--- src/sv/cadt_pkg.sv ---
// ----------------------------------------------------------------------------
// cadt_pkg
// Types, codes and check functions shared by the call ack deadline tracker.
// ----------------------------------------------------------------------------
package cadt_pkg;

  localparam int unsigned CFG_ADDR_W = 4;
  localparam int unsigned CFG_DATA_W = 64;
  localparam int unsigned ADDR_W     = 48;
  localparam int unsigned GEN_W      = 32;
  localparam int unsigned TIME_W     = 64;
  localparam int unsigned TMO_W      = 32;
  localparam int unsigned MID_W      = 40;

  localparam logic [TMO_W-1:0] ACK_TIMEOUT_RESET = 32'd1000;

  // register select: bit 3 of paddr picks the 8-byte slot
  localparam logic REG_LOCAL_ADDRESS  = 1'b0;
  localparam logic REG_ACK_TIMEOUT_MS = 1'b1;

  // actions
  localparam logic [1:0] ACT_INIT    = 2'd0;
  localparam logic [1:0] ACT_BEGIN   = 2'd1;
  localparam logic [1:0] ACT_OBSERVE = 2'd2;
  localparam logic [1:0] ACT_TICK    = 2'd3;

  // command kinds
  localparam logic [7:0] KIND_NONE   = 8'd0;
  localparam logic [7:0] KIND_ANSWER = 8'd1;
  localparam logic [7:0] KIND_HANGUP = 8'd2;
  localparam logic [7:0] KIND_OTHER  = 8'd3;

  // session phases
  localparam logic [1:0] SS_OTHER   = 2'd0;
  localparam logic [1:0] SS_PREVIEW = 2'd1;
  localparam logic [1:0] SS_RINGING = 2'd2;
  localparam logic [1:0] SS_TALKING = 2'd3;

  // frame constants
  localparam logic [7:0] OP_ANSWER      = 8'h03;
  localparam logic [7:0] OP_HANGUP      = 8'h02;
  localparam logic [7:0] ANSWER_TAG     = 8'h02;
  localparam logic [7:0] REPLY_FAMILY   = 8'h03;
  localparam logic [7:0] OP_HANGUP_ACK  = 8'h82;
  localparam logic [7:0] OP_ANSWER_ACK  = 8'h83;
  localparam logic [7:0] ANSWER_LEN     = 8'd7;
  localparam logic [7:0] HANGUP_LEN     = 8'd1;
  localparam logic [7:0] HANGUP_ACK_LEN = 8'd0;

  // output codes of ack_state
  localparam logic [2:0] ACK_IDLE      = 3'd0;
  localparam logic [2:0] ACK_WAITING   = 3'd1;
  localparam logic [2:0] ACK_CONFIRMED = 3'd2;
  localparam logic [2:0] ACK_EXPIRED   = 3'd3;
  localparam logic [2:0] ACK_CANCELLED = 3'd4;

  typedef enum logic [4:0] {
    TRK_IDLE      = 5'b00001,
    TRK_WAITING   = 5'b00010,
    TRK_CONFIRMED = 5'b00100,
    TRK_EXPIRED   = 5'b01000,
    TRK_CANCELLED = 5'b10000
  } track_e;

  typedef struct packed {
    logic [1:0]        action;
    logic [TIME_W-1:0] now_ms;
    logic [GEN_W-1:0]  sess_gen;
    logic [ADDR_W-1:0] session_peer;
    logic [1:0]        session_state;
    logic [ADDR_W-1:0] source_addr;
    logic [ADDR_W-1:0] dest_addr;
    logic [GEN_W-1:0]  command_generation;
    logic [7:0]        kind;
    logic [7:0]        opcode;
    logic [7:0]        pay_len;
    logic [55:0]       payload;
  } item_t;

  typedef struct packed {
    track_e            track;
    logic [GEN_W-1:0]  gen;
    logic [ADDR_W-1:0] src;
    logic [ADDR_W-1:0] dst;
    logic              hangup;
    logic [MID_W-1:0]  mid;
    logic [TIME_W-1:0] last_time;
    logic [TIME_W-1:0] deadline;
  } state_t;

  typedef struct packed {
    logic [ADDR_W-1:0] local_address;
    logic [TMO_W-1:0]  ack_timeout_ms;
  } cfg_t;

  function automatic logic [2:0] ack_code(input track_e t);
    logic [2:0] c;
    unique case (t)
      TRK_IDLE:      c = ACK_IDLE;
      TRK_WAITING:   c = ACK_WAITING;
      TRK_CONFIRMED: c = ACK_CONFIRMED;
      TRK_EXPIRED:   c = ACK_EXPIRED;
      TRK_CANCELLED: c = ACK_CANCELLED;
      default:       c = ACK_IDLE;
    endcase
    return c;
  endfunction

  function automatic logic session_fits(
    input logic [GEN_W-1:0]  gen,
    input logic [ADDR_W-1:0] src,
    input logic [ADDR_W-1:0] dst,
    input logic              hangup,
    input logic [GEN_W-1:0]  s_gen,
    input logic [ADDR_W-1:0] s_peer,
    input logic [1:0]        s_state,
    input logic [ADDR_W-1:0] local_address
  );
    logic match;
    logic phase_ok;
    match = (gen == s_gen) && (dst == s_peer) && (src == local_address);
    if (hangup) begin
      phase_ok = (s_state == SS_PREVIEW) || (s_state == SS_RINGING) ||
                 (s_state == SS_TALKING);
    end else begin
      phase_ok = (s_state == SS_RINGING);
    end
    return match && phase_ok;
  endfunction

  function automatic logic command_ok(input item_t it);
    logic base;
    logic ans;
    logic hng;
    base = (it.kind != KIND_NONE) && (it.command_generation != '0) &&
           (it.source_addr != '0) && (it.dest_addr != '0);
    ans = (it.kind == KIND_ANSWER) && (it.opcode == OP_ANSWER) &&
          (it.pay_len == ANSWER_LEN) && (it.payload[7:0] == ANSWER_TAG) &&
          (it.payload[31:24] == 8'd0) && (it.payload[23:8] != 16'd0) &&
          (it.payload[47:32] != 16'd0) && (it.payload[55:48] != 8'd0);
    hng = (it.kind == KIND_HANGUP) && (it.opcode == OP_HANGUP) &&
          (it.pay_len == HANGUP_LEN);
    return base && (ans || hng);
  endfunction

  function automatic logic frame_ok(input item_t it, input state_t st);
    logic base;
    logic hng;
    logic ans;
    base = (it.kind == REPLY_FAMILY) && (it.source_addr == st.dst) &&
           (it.dest_addr == st.src);
    hng = (it.opcode == OP_HANGUP_ACK) && (it.pay_len == HANGUP_ACK_LEN);
    ans = (it.opcode == OP_ANSWER_ACK) && (it.pay_len == ANSWER_LEN) &&
          (it.payload[7:0] == 8'd0) && (it.payload[47:8] == st.mid) &&
          (it.payload[55:48] != 8'd0);
    return base && (st.hangup ? hng : ans);
  endfunction

endpackage

--- src/sv/cadt_step.sv ---
// ----------------------------------------------------------------------------
// cadt_step
// Next tracker state and reject flag for one item against the current state.
// ----------------------------------------------------------------------------
module cadt_step (
  input  cadt_pkg::item_t  item_i,
  input  cadt_pkg::state_t state_i,
  input  cadt_pkg::cfg_t   cfg_i,
  output cadt_pkg::state_t state_o,
  output logic             bad_o
);

  logic                          now_lt_last;
  logic                          waiting;
  logic [cadt_pkg::TIME_W:0]     sum;
  logic                          begin_hang;
  logic                          fits_new;
  logic                          fits_cur;
  logic                          cmd_good;
  logic                          frm_good;
  logic                          past_deadline;

  assign now_lt_last   = item_i.now_ms < state_i.last_time;
  assign waiting       = (state_i.track == cadt_pkg::TRK_WAITING);
  // carry out of the add flags a deadline that overflows
  assign sum           = {1'b0, item_i.now_ms} +
                         {{(cadt_pkg::TIME_W - cadt_pkg::TMO_W + 1){1'b0}}, cfg_i.ack_timeout_ms};
  assign begin_hang    = (item_i.kind == cadt_pkg::KIND_HANGUP);
  assign past_deadline = item_i.now_ms >= state_i.deadline;
  assign cmd_good      = cadt_pkg::command_ok(item_i);
  assign frm_good      = cadt_pkg::frame_ok(item_i, state_i);
  assign fits_new = cadt_pkg::session_fits(item_i.command_generation, item_i.source_addr,
                                           item_i.dest_addr, begin_hang,
                                           item_i.sess_gen, item_i.session_peer,
                                           item_i.session_state, cfg_i.local_address);
  assign fits_cur = cadt_pkg::session_fits(state_i.gen, state_i.src, state_i.dst,
                                           state_i.hangup, item_i.sess_gen,
                                           item_i.session_peer, item_i.session_state,
                                           cfg_i.local_address);

  always_comb begin
    state_o = state_i;
    bad_o   = 1'b0;
    unique case (item_i.action)
      cadt_pkg::ACT_INIT: begin
        state_o.track     = cadt_pkg::TRK_IDLE;
        state_o.gen       = '0;
        state_o.src       = '0;
        state_o.dst       = '0;
        state_o.hangup    = 1'b0;
        state_o.mid       = '0;
        state_o.deadline  = '0;
        state_o.last_time = item_i.now_ms;
      end
      cadt_pkg::ACT_BEGIN: begin
        if (waiting || !cmd_good || (cfg_i.ack_timeout_ms == '0) || now_lt_last ||
            sum[cadt_pkg::TIME_W] || !fits_new) begin
          bad_o = 1'b1;
        end else begin
          state_o.track     = cadt_pkg::TRK_WAITING;
          state_o.gen       = item_i.command_generation;
          state_o.src       = item_i.source_addr;
          state_o.dst       = item_i.dest_addr;
          state_o.hangup    = begin_hang;
          state_o.mid       = item_i.payload[47:8];
          state_o.last_time = item_i.now_ms;
          state_o.deadline  = sum[cadt_pkg::TIME_W-1:0];
        end
      end
      cadt_pkg::ACT_OBSERVE: begin
        if (!waiting || now_lt_last || past_deadline || !fits_cur || !frm_good) begin
          bad_o = 1'b1;
        end else begin
          state_o.track     = cadt_pkg::TRK_CONFIRMED;
          state_o.last_time = item_i.now_ms;
          state_o.deadline  = '0;
        end
      end
      cadt_pkg::ACT_TICK: begin
        if (now_lt_last) begin
          bad_o = 1'b1;
        end else begin
          state_o.last_time = item_i.now_ms;
          if (waiting && !fits_cur) begin
            state_o.track    = cadt_pkg::TRK_CANCELLED;
            state_o.deadline = '0;
          end else if (waiting && past_deadline) begin
            state_o.track    = cadt_pkg::TRK_EXPIRED;
            state_o.deadline = '0;
          end
        end
      end
      default: begin
        bad_o = 1'b1;
      end
    endcase
  end

endmodule

--- src/sv/call_ack_deadline_tracker.sv ---
// ----------------------------------------------------------------------------
// call_ack_deadline_tracker
// Follows one answer or hangup command until the peer acknowledges it.
// ----------------------------------------------------------------------------
// Usage: each input item (init, begin, observe or tick plus the session and
// frame fields) is taken on in_valid_i & in_ready_o. Every item yields exactly
// one result item (status_o, ack_state_o) on out_valid_o & out_ready_i, in
// input order.
// Path: an accepted item is held in the input register, then the check and
// state update logic feeds the result register.
// Throughput: one item per cycle while the output is not stalled; in_ready_o
// stays high while the input register or the result register is empty, or
// the result register is being drained.
// Stall: when out_ready_i is low the result holds, one more item waits in the
// input register and in_ready_o then drops until the result is taken.
// Reset: clears the tracker to idle, time and deadline to zero, the local
// address to zero and the ack timeout to 1000 ms. Configuration goes through
// the APB port: local address at 0x0, ack timeout at 0x8; pready is always high.
// ----------------------------------------------------------------------------
module call_ack_deadline_tracker (
  input  logic                              clk_i,
  input  logic                              rst_ni,
  // configuration
  input  logic                              psel,
  input  logic                              penable,
  input  logic                              pwrite,
  input  logic [cadt_pkg::CFG_ADDR_W-1:0]   paddr,
  input  logic [cadt_pkg::CFG_DATA_W-1:0]   pwdata,
  output logic [cadt_pkg::CFG_DATA_W-1:0]   prdata,
  output logic                              pready,
  // input channel
  input  logic                              in_valid_i,
  output logic                              in_ready_o,
  input  logic [1:0]                        action_i,
  input  logic [63:0]                       now_ms_i,
  input  logic [31:0]                       sess_gen_i,
  input  logic [47:0]                       session_peer_i,
  input  logic [1:0]                        session_state_i,
  input  logic [47:0]                       source_addr_i,
  input  logic [47:0]                       dest_addr_i,
  input  logic [31:0]                       command_generation_i,
  input  logic [7:0]                        kind_i,
  input  logic [7:0]                        opcode_i,
  input  logic [7:0]                        pay_len_i,
  input  logic [55:0]                       payload_i,
  // output channel
  output logic                              out_valid_o,
  input  logic                              out_ready_i,
  output logic                              status_o,
  output logic [2:0]                        ack_state_o
);

  cadt_pkg::cfg_t   cfg_q;
  cadt_pkg::state_t state_q;
  cadt_pkg::state_t state_d;
  cadt_pkg::item_t  item_q;
  logic             item_valid_q;
  logic             out_valid_q;
  logic             status_q;
  logic [2:0]       ack_q;
  logic             step_bad;
  logic             in_acc;
  logic             out_free;
  logic             fire;
  logic             cfg_we;

  assign pready   = 1'b1;
  assign cfg_we   = psel && penable && pwrite;
  assign out_free = !out_valid_q || out_ready_i;
  assign fire     = item_valid_q && out_free;
  assign in_ready_o = !item_valid_q || out_free;
  assign in_acc   = in_valid_i && in_ready_o;

  // configuration registers
  always_ff @(posedge clk_i or negedge rst_ni) begin
    if (!rst_ni) begin
      cfg_q.local_address  <= '0;
      cfg_q.ack_timeout_ms <= cadt_pkg::ACK_TIMEOUT_RESET;
    end else if (cfg_we) begin
      unique case (paddr[3])
        cadt_pkg::REG_LOCAL_ADDRESS:  cfg_q.local_address  <= pwdata[cadt_pkg::ADDR_W-1:0];
        cadt_pkg::REG_ACK_TIMEOUT_MS: cfg_q.ack_timeout_ms <= pwdata[cadt_pkg::TMO_W-1:0];
        default: ;
      endcase
    end
  end

  always_comb begin
    unique case (paddr[3])
      cadt_pkg::REG_LOCAL_ADDRESS:
        prdata = {{(cadt_pkg::CFG_DATA_W - cadt_pkg::ADDR_W){1'b0}}, cfg_q.local_address};
      cadt_pkg::REG_ACK_TIMEOUT_MS:
        prdata = {{(cadt_pkg::CFG_DATA_W - cadt_pkg::TMO_W){1'b0}}, cfg_q.ack_timeout_ms};
      default: prdata = '0;
    endcase
  end

  // input register
  always_ff @(posedge clk_i or negedge rst_ni) begin
    if (!rst_ni) begin
      item_valid_q <= 1'b0;
    end else if (in_acc) begin
      item_valid_q <= 1'b1;
    end else if (fire) begin
      item_valid_q <= 1'b0;
    end
  end

  always_ff @(posedge clk_i) begin
    if (in_acc) begin
      item_q.action             <= action_i;
      item_q.now_ms             <= now_ms_i;
      item_q.sess_gen           <= sess_gen_i;
      item_q.session_peer       <= session_peer_i;
      item_q.session_state      <= session_state_i;
      item_q.source_addr        <= source_addr_i;
      item_q.dest_addr          <= dest_addr_i;
      item_q.command_generation <= command_generation_i;
      item_q.kind               <= kind_i;
      item_q.opcode             <= opcode_i;
      item_q.pay_len            <= pay_len_i;
      item_q.payload            <= payload_i;
    end
  end

  cadt_step u_step (
    .item_i  (item_q),
    .state_i (state_q),
    .cfg_i   (cfg_q),
    .state_o (state_d),
    .bad_o   (step_bad)
  );

  // tracker state
  always_ff @(posedge clk_i or negedge rst_ni) begin
    if (!rst_ni) begin
      state_q.track     <= cadt_pkg::TRK_IDLE;
      state_q.gen       <= '0;
      state_q.src       <= '0;
      state_q.dst       <= '0;
      state_q.hangup    <= 1'b0;
      state_q.mid       <= '0;
      state_q.last_time <= '0;
      state_q.deadline  <= '0;
    end else if (fire) begin
      state_q <= state_d;
    end
  end

  // result register
  always_ff @(posedge clk_i or negedge rst_ni) begin
    if (!rst_ni) begin
      out_valid_q <= 1'b0;
    end else if (fire) begin
      out_valid_q <= 1'b1;
    end else if (out_ready_i) begin
      out_valid_q <= 1'b0;
    end
  end

  always_ff @(posedge clk_i) begin
    if (fire) begin
      status_q <= step_bad;
      ack_q    <= cadt_pkg::ack_code(state_d.track);
    end
  end

  assign out_valid_o = out_valid_q;
  assign status_o    = status_q;
  assign ack_state_o = ack_q;

  // a deadline is armed exactly while a command is pending
  a_deadline_armed: assert property (@(posedge clk_i) disable iff (!rst_ni)
    (state_q.deadline != '0) == (state_q.track == cadt_pkg::TRK_WAITING))
    else $error("deadline and waiting state disagree");

  // an accepted observe always confirms
  a_observe_confirms: assert property (@(posedge clk_i) disable iff (!rst_ni)
    fire && !step_bad && (item_q.action == cadt_pkg::ACT_OBSERVE)
    |=> state_q.track == cadt_pkg::TRK_CONFIRMED)
    else $error("accepted observe did not confirm");

  // input stalls only when both stages are full and the output is blocked
  a_stall_cause: assert property (@(posedge clk_i) disable iff (!rst_ni)
    !in_ready_o |-> item_valid_q && out_valid_q && !out_ready_i)
    else $error("input stalled without a blocked output");

endmodule

--- config.mk ---
export PLATFORM = sky130hd
export DESIGN_NAME = call_ack_deadline_tracker
export DESIGN_NICKNAME = d
export VERILOG_FILES = /design/src/sv/cadt_pkg.sv /design/src/sv/cadt_step.sv /design/src/sv/call_ack_deadline_tracker.sv
export SDC_FILE = /design/constraint.sdc
export NUM_CORES = 2
export LEC_CHECK = 0
export BUFFER_PORTS_ARGS = -buffer_cell sky130_fd_sc_hd__buf_2
export CORE_MARGIN = 2
export CORE_UTILIZATION = 47
export DETAILED_ROUTE_END_ITERATION = 6
export GPL_TIMING_DRIVEN = 1
export PLACE_DENSITY = 0.76
export SLEW_MARGIN = 30
export SYNTH_ARGS = -nofsm -noshare
export SYNTH_HDL_FRONTEND = slang
export SYNTH_SLANG_ARGS = --single-unit
--- constraint.sdc ---
create_clock -name clk_i -period 11.75 [get_ports clk_i]
set_input_delay 0.5875 -clock clk_i [delete_from_list [all_inputs] [get_ports clk_i]]
set_output_delay 0.5875 -clock clk_i [all_outputs]
set_load 0.01 [all_outputs]
# == After elaboration in Yosys (flattened, before gate mapping) ==
# Index checks and enable logic that the tools add are counted.
# word_totals
input_bits,431
elab_cells,163
register_bits,744
# op_classes
n_eq_ne,34
order_cmp,2
n_reduce_logical,74
n_addsub,1
mux,25
bitwise_logic,1
# op_table
cell,count
$pmux W128 S4,1
$pmux W169 S2,1
$mux W302,1
$eq A48 B48 Y1,6
$mux W128,2
$mux W64,2
$pmux W64 S2,1
$reduce_bool A48 Y1,2
$add A64 B32 Y65,1
$eq A32 B32 Y1,2
$ge A64 B64 Y1,1
$lt A64 B64 Y1,1
$eq A40 B40 Y1,1
$eq A8 B2 Y1 const B,5
$logic_and A1 B1 Y1,33
$logic_not A32 Y1,1
$reduce_bool A16 Y1,2
$reduce_bool A32 Y1,1
$logic_not A8 Y1,3
$mux W5,4
$pmux W5 S4,1
$eq A8 B1 Y1 const B,2
$eq A8 B8 Y1 const B,2
$reduce_bool A8 Y1,2
21 further kinds,59

# == Depth between registers and ports, before layout ==
# logic_depth
depth_word,20
depth_mapped,16

# == Modules after synthesis ==
# From an unflattened synthesis, not the netlist that was laid out.
# hier_totals
cells_unflattened,3233
hier_area_um2,41217.0
# by_module_without_submodules
module,seq_area_each_um2,area_per_inst_um2,instances,cells_each
call_ack_deadline_tracker,20428.3,26663.1,1,1253
cadt_step,0.0,14554.0,1,1980

# == Least setup slack after synthesis ==
# Ideal clock, no wire load.
# synth_timing
path_kind,input to register
from,in out_ready_i
to,reg item_q[0] (netlist name) (enable)
required_ns,10.985
setup_ns,0.765
arrival_ns,8.875
path_buffers,0
cell_stages,2
setup_slack_ns,2.110
cell_sequence,nand3b_1 > and2_1
# synth_between
elab_chain_len,3
# synth_lines
item,line,text
"start, declared",call_ack_deadline_tracker.sv:48,"input logic out_ready_i,"
$logic_or A1 B1 Y1,call_ack_deadline_tracker.sv:69,assign out_free = !out_valid_q || out_ready_i;
$logic_or A1 B1 Y1,call_ack_deadline_tracker.sv:71,assign in_ready_o = !item_valid_q || out_free;
$logic_and A1 B1 Y1,call_ack_deadline_tracker.sv:72,assign in_acc = in_valid_i && in_ready_o;
via in_acc,call_ack_deadline_tracker.sv:62,logic in_acc;
"end, declared",call_ack_deadline_tracker.sv:56,cadt_pkg::item_t item_q;
# The timed path passes the listed nets, and every way through them passes these cells.
# A chain may end at the register's enable or synchronous reset.

# == Worst setup path after layout ==
# layout_timing
from,reg item_q[170] (netlist name)
to,reg state_q[273] (netlist name)
# layout_between
elab_chain_len,12
elab_cells_between_ends,16
# layout_lines
item,line,text
$reduce_bool A48 Y1,cadt_pkg.sv:136,(it.source_addr != '0) && (it.dest_addr != '0);
$logic_and A1 B1 Y1,cadt_pkg.sv:135,base = (it.kind != KIND_NONE) && (it.command_generation != '0) &&
$logic_and A1 B1 Y1,cadt_pkg.sv:136,
$logic_and A1 B1 Y1,cadt_pkg.sv:143,return base && (ans || hng);
$logic_not A1 Y1,cadt_step.sv:56,if (waiting || !cmd_good || (cfg_i.ack_timeout_ms == '0) || now_lt_last ||
$logic_or A1 B1 Y1 (4 in a row),cadt_step.sv:56,
$logic_or A1 B1 Y1 *,cadt_step.sv:57,sum[cadt_pkg::TIME_W] || !fits_new) begin
$ne A2 B2 Y1 (no source line) *,n/a,
$reduce_and A3 Y1 (no source line) *,n/a,
"end signal, assigned",call_ack_deadline_tracker.sv:146,state_q <= state_d;
"end, declared",call_ack_deadline_tracker.sv:54,cadt_pkg::state_t state_q;
# Mark *: on every way between the ends. The rest lies on a longest branch, timed or not.

==> reports/qor.txt <==
synth warn: 0
share of layout cells above drive strength 1: 20.1%
Top delay family on crit path: simple AND/OR/NAND/NOR gates
register area share after synthesis: 54.6%
clock buffer depth: 3
crit path time final: 5.60 ns
f_max: 179 MHz
Buffers & Inverters on Critical Path: 3
unrepaired setup endpoints after global routing: false
WL final: 128 mm
hold path startpoint: source_addr_i[19]
DPL Wire Length: 98.1 mm
Iteration-0 DRC Markers: 2,950
VDD IR-drop max: 0.126 mV
Worst Path Required: 12.35 ns
Hold Path Depth: 1
relative slew slack: 29.1%
Main synth FF type: dfrtp_1
FP Rows: 103
Root Driver: clkbuf_16
initial antenna violation count: 13
max cap viols: 0
area occupied by multi-input gates: 0.0158 mm2
Inst Count DP: 4,715
Worst Skew: 0.0366 ns
number of synthesized flops with an enable pin: 360
worst hold margin: 0.0937 ns
Reg2Reg Launch Point: item_q[170]$_DFFE_PP_
outcome: finished clean
PostCTS Resize Cnt: 0
Die Y: 286 um
LEAKAGE: 18.7 nW
Syn Area/Cell: 11.4 um2
Worst Hold Class: in -> reg
Total GRT Usage: 30.8%
Layout Cells excl Fill: 4,883
DRT Pass-1 Iters: 5
first-pass GRT wire length: 183 mm
total gr overflow: 0
Reg2Reg Depth: 12
Pwr per Cell Area: 162 mW/mm2
Tot Pwr: 7.08 mW
# IOs: 502
Clock Pin Slew Worst Setup and Hold Paths: 0.06 ns
CP arrival: 6.20 ns
Setup violations, final: 0
die area: 0.0819 mm2
CP startpoint kind: flip-flop
crit path max fanout: 103
final period utilization: 47.7%
total CTS buffers: 83
Routed Antenna Nets: 0
Critical-path top delay cell: a2111oi_0
Final TNS setup: 0 ns
ys async rst share: 51.6%
Port Buffer Count: 465
vias per cell: 5.79
Final WS setup: 6.15 ns
Critical Path Stages: 12
fin nets: 4,345
Netlist cell types: 73
CTS tree: built
GP Congestion: 1.03
number of global-route vias before repair: 27,394
CP Class: reg -> reg
Wirelength per Cell: 26.2 um
Sink Count: 744
Place WS: 6.34 ns
Worst Tran Pin Value: 1.06 ns
Worst R2R Setup Slack: 6.15 ns
DRC viols: 0
Register Area: 0.0204 mm2
Worst Setup End Kind: flip-flop
placed cell areas: 0.0408 mm2
Die Span X: 286 um
initial core utilization: 47.5%
CP max stage delay: 0.93 ns
htree depth: 3
mapped cell area: 0.0374 mm2
clk_lat worst skew: 0.66 ns
area grow syn2layout: 16.8%
Hold Violations, Final: 0
crit-path cells: inv_1 -> a2111oi_0 -> nand4_1 -> nor3_1 -> nand4b_1 -> nor4b_4 -> a31oi_1 -> nor2_4 -> buf_4 -> buf_6 -> nand3_1 -> nand2_1
Placeable Area: 0.0789 mm2
fin area: 0.0437 mm2
routed vias: 28,282
Worst Hold End: item_q[179]$_DFFE_PP_
largest net degree at the start of global routing: 160
Fill cells: 6,711
Seq cells post-synth: 744
Max Transition Viols Final: 0
final core occ: 55.4%
RR Endpoint: state_q[273]$_DFFE_PN0P_
Post-Synthesis Cells: 3,281
cells in the mapped netlist (55+ instances only):
library cell,number,area [um2]
a21oi_1,86,430
dfrtp_1,377,9430
edfxtp_1,360,10800
ha_1,159,1990
inv_1,203,762
mux2_1,65,732
mux2_2,128,1440
nand2_1,396,1490
nand2b_1,55,344
nand3_1,179,896
nand4_1,123,769
nor2_1,70,263
nor2b_1,80,500
nor4_1,107,669
o21ai_0,80,400
xnor2_1,239,2090
xor2_1,111,972
cell type report:
class	instances	area share, %
Antenna cell	8	0.0458
Clock buffer	112	5.16
Clock inverter	44	1.19
Inverter	204	1.75
Multi-Input combinational cell	2226	36.0
Sequential cell	744	46.7
Tap cell	1050	3.00
Timing Repair Buffer	495	6.11
worst reg2reg max path: cells and delay by family (launching register included):
kind            cells  cell delay [ns]
buf+inv             3             1.51
compound gates      2             1.23
simple gates        7             2.04
flops               1             0.77
registers in the layout (all words and copies together) (netlist names):
name          cells
out_valid_o       1
cfg_q            80
item_valid_q      1
item_q          356
ack_state_o       3
status_o          1
state_q         302
timing repair:
item,in CTS,in global routing
hold buffers,0,1
endpoints found under the setup margin,0,0
endpoints found under the hold margin,0,28
setup buffers,0,0
worst max-delay path by stage:
stage          slack (ns)             startpoint                  endpoint
2_1_floorplan        2.11            out_ready_i       item_q[0]$_DFFE_PP_
3_3_place_gp         6.07  item_q[170]$_DFFE_PP_  state_q[291]$_DFFE_PN0P_
3_5_place_dp         6.34   item_q[77]$_DFFE_PP_  state_q[202]$_DFFE_PN0P_
4_1_cts              6.27   item_q[77]$_DFFE_PP_  state_q[158]$_DFFE_PN0P_
5_1_grt              5.98   item_q[77]$_DFFE_PP_  state_q[174]$_DFFE_PN0P_
6_report             6.15  item_q[170]$_DFFE_PP_  state_q[273]$_DFFE_PN0P_
per-layer routing:
| metal | vias up | track usage, % | part of all wire, % |
|---|---|---|---|
| met2 | 1370 | 48.0 | 46 |
| met1 | 13906 | 41.6 | 41 |
| met5 | - | 0 | 0.021 |
| met3 | 313 | 5.55 | 8.0 |
| li1 | 12689 | - | - |
| met4 | 4 | 14.9 | 5.3 |
kinds of logic after synthesis:
kind of cell,count (synthesis),synth area share (%)
AND/OR/NAND/NOR,1102,14.8
flip-flops,744,54.6
AO/OA/AOI/OAI,360,6.45
XOR/XNOR,350,8.19
buffers and inverters,326,3.62
multiplexers,237,6.98
adder cells (fa/ha/maj),160,5.37
other,2,0.0201
where the power goes:
group	internal (mW)	total (mW)	switching [mW]
clock	1.51	2.63	1.13
sequential	2.97	3.30	0.325
combinational	0.507	1.15	0.645
total	4.98	7.08	2.10
layout by cell type (no fill, tap or decap), drive strengths merged, types with 26 or more instances in the layout:
cell type  instances
nor3              33
xor2             111
dfrtp            377
clkinv            34
inv              206
clkbuf           112
nor2b             80
nand2b            55
mux2i             44
mux2             193
nand3            181
o21ai             81
a21o              26
a21oi             86
nand4            123
nand2            396
edfxtp           360
ha               159
buf              494
xnor2            239
nor4             107
nor2              70
No activity file was read; power rests on OpenSTA's default activity.
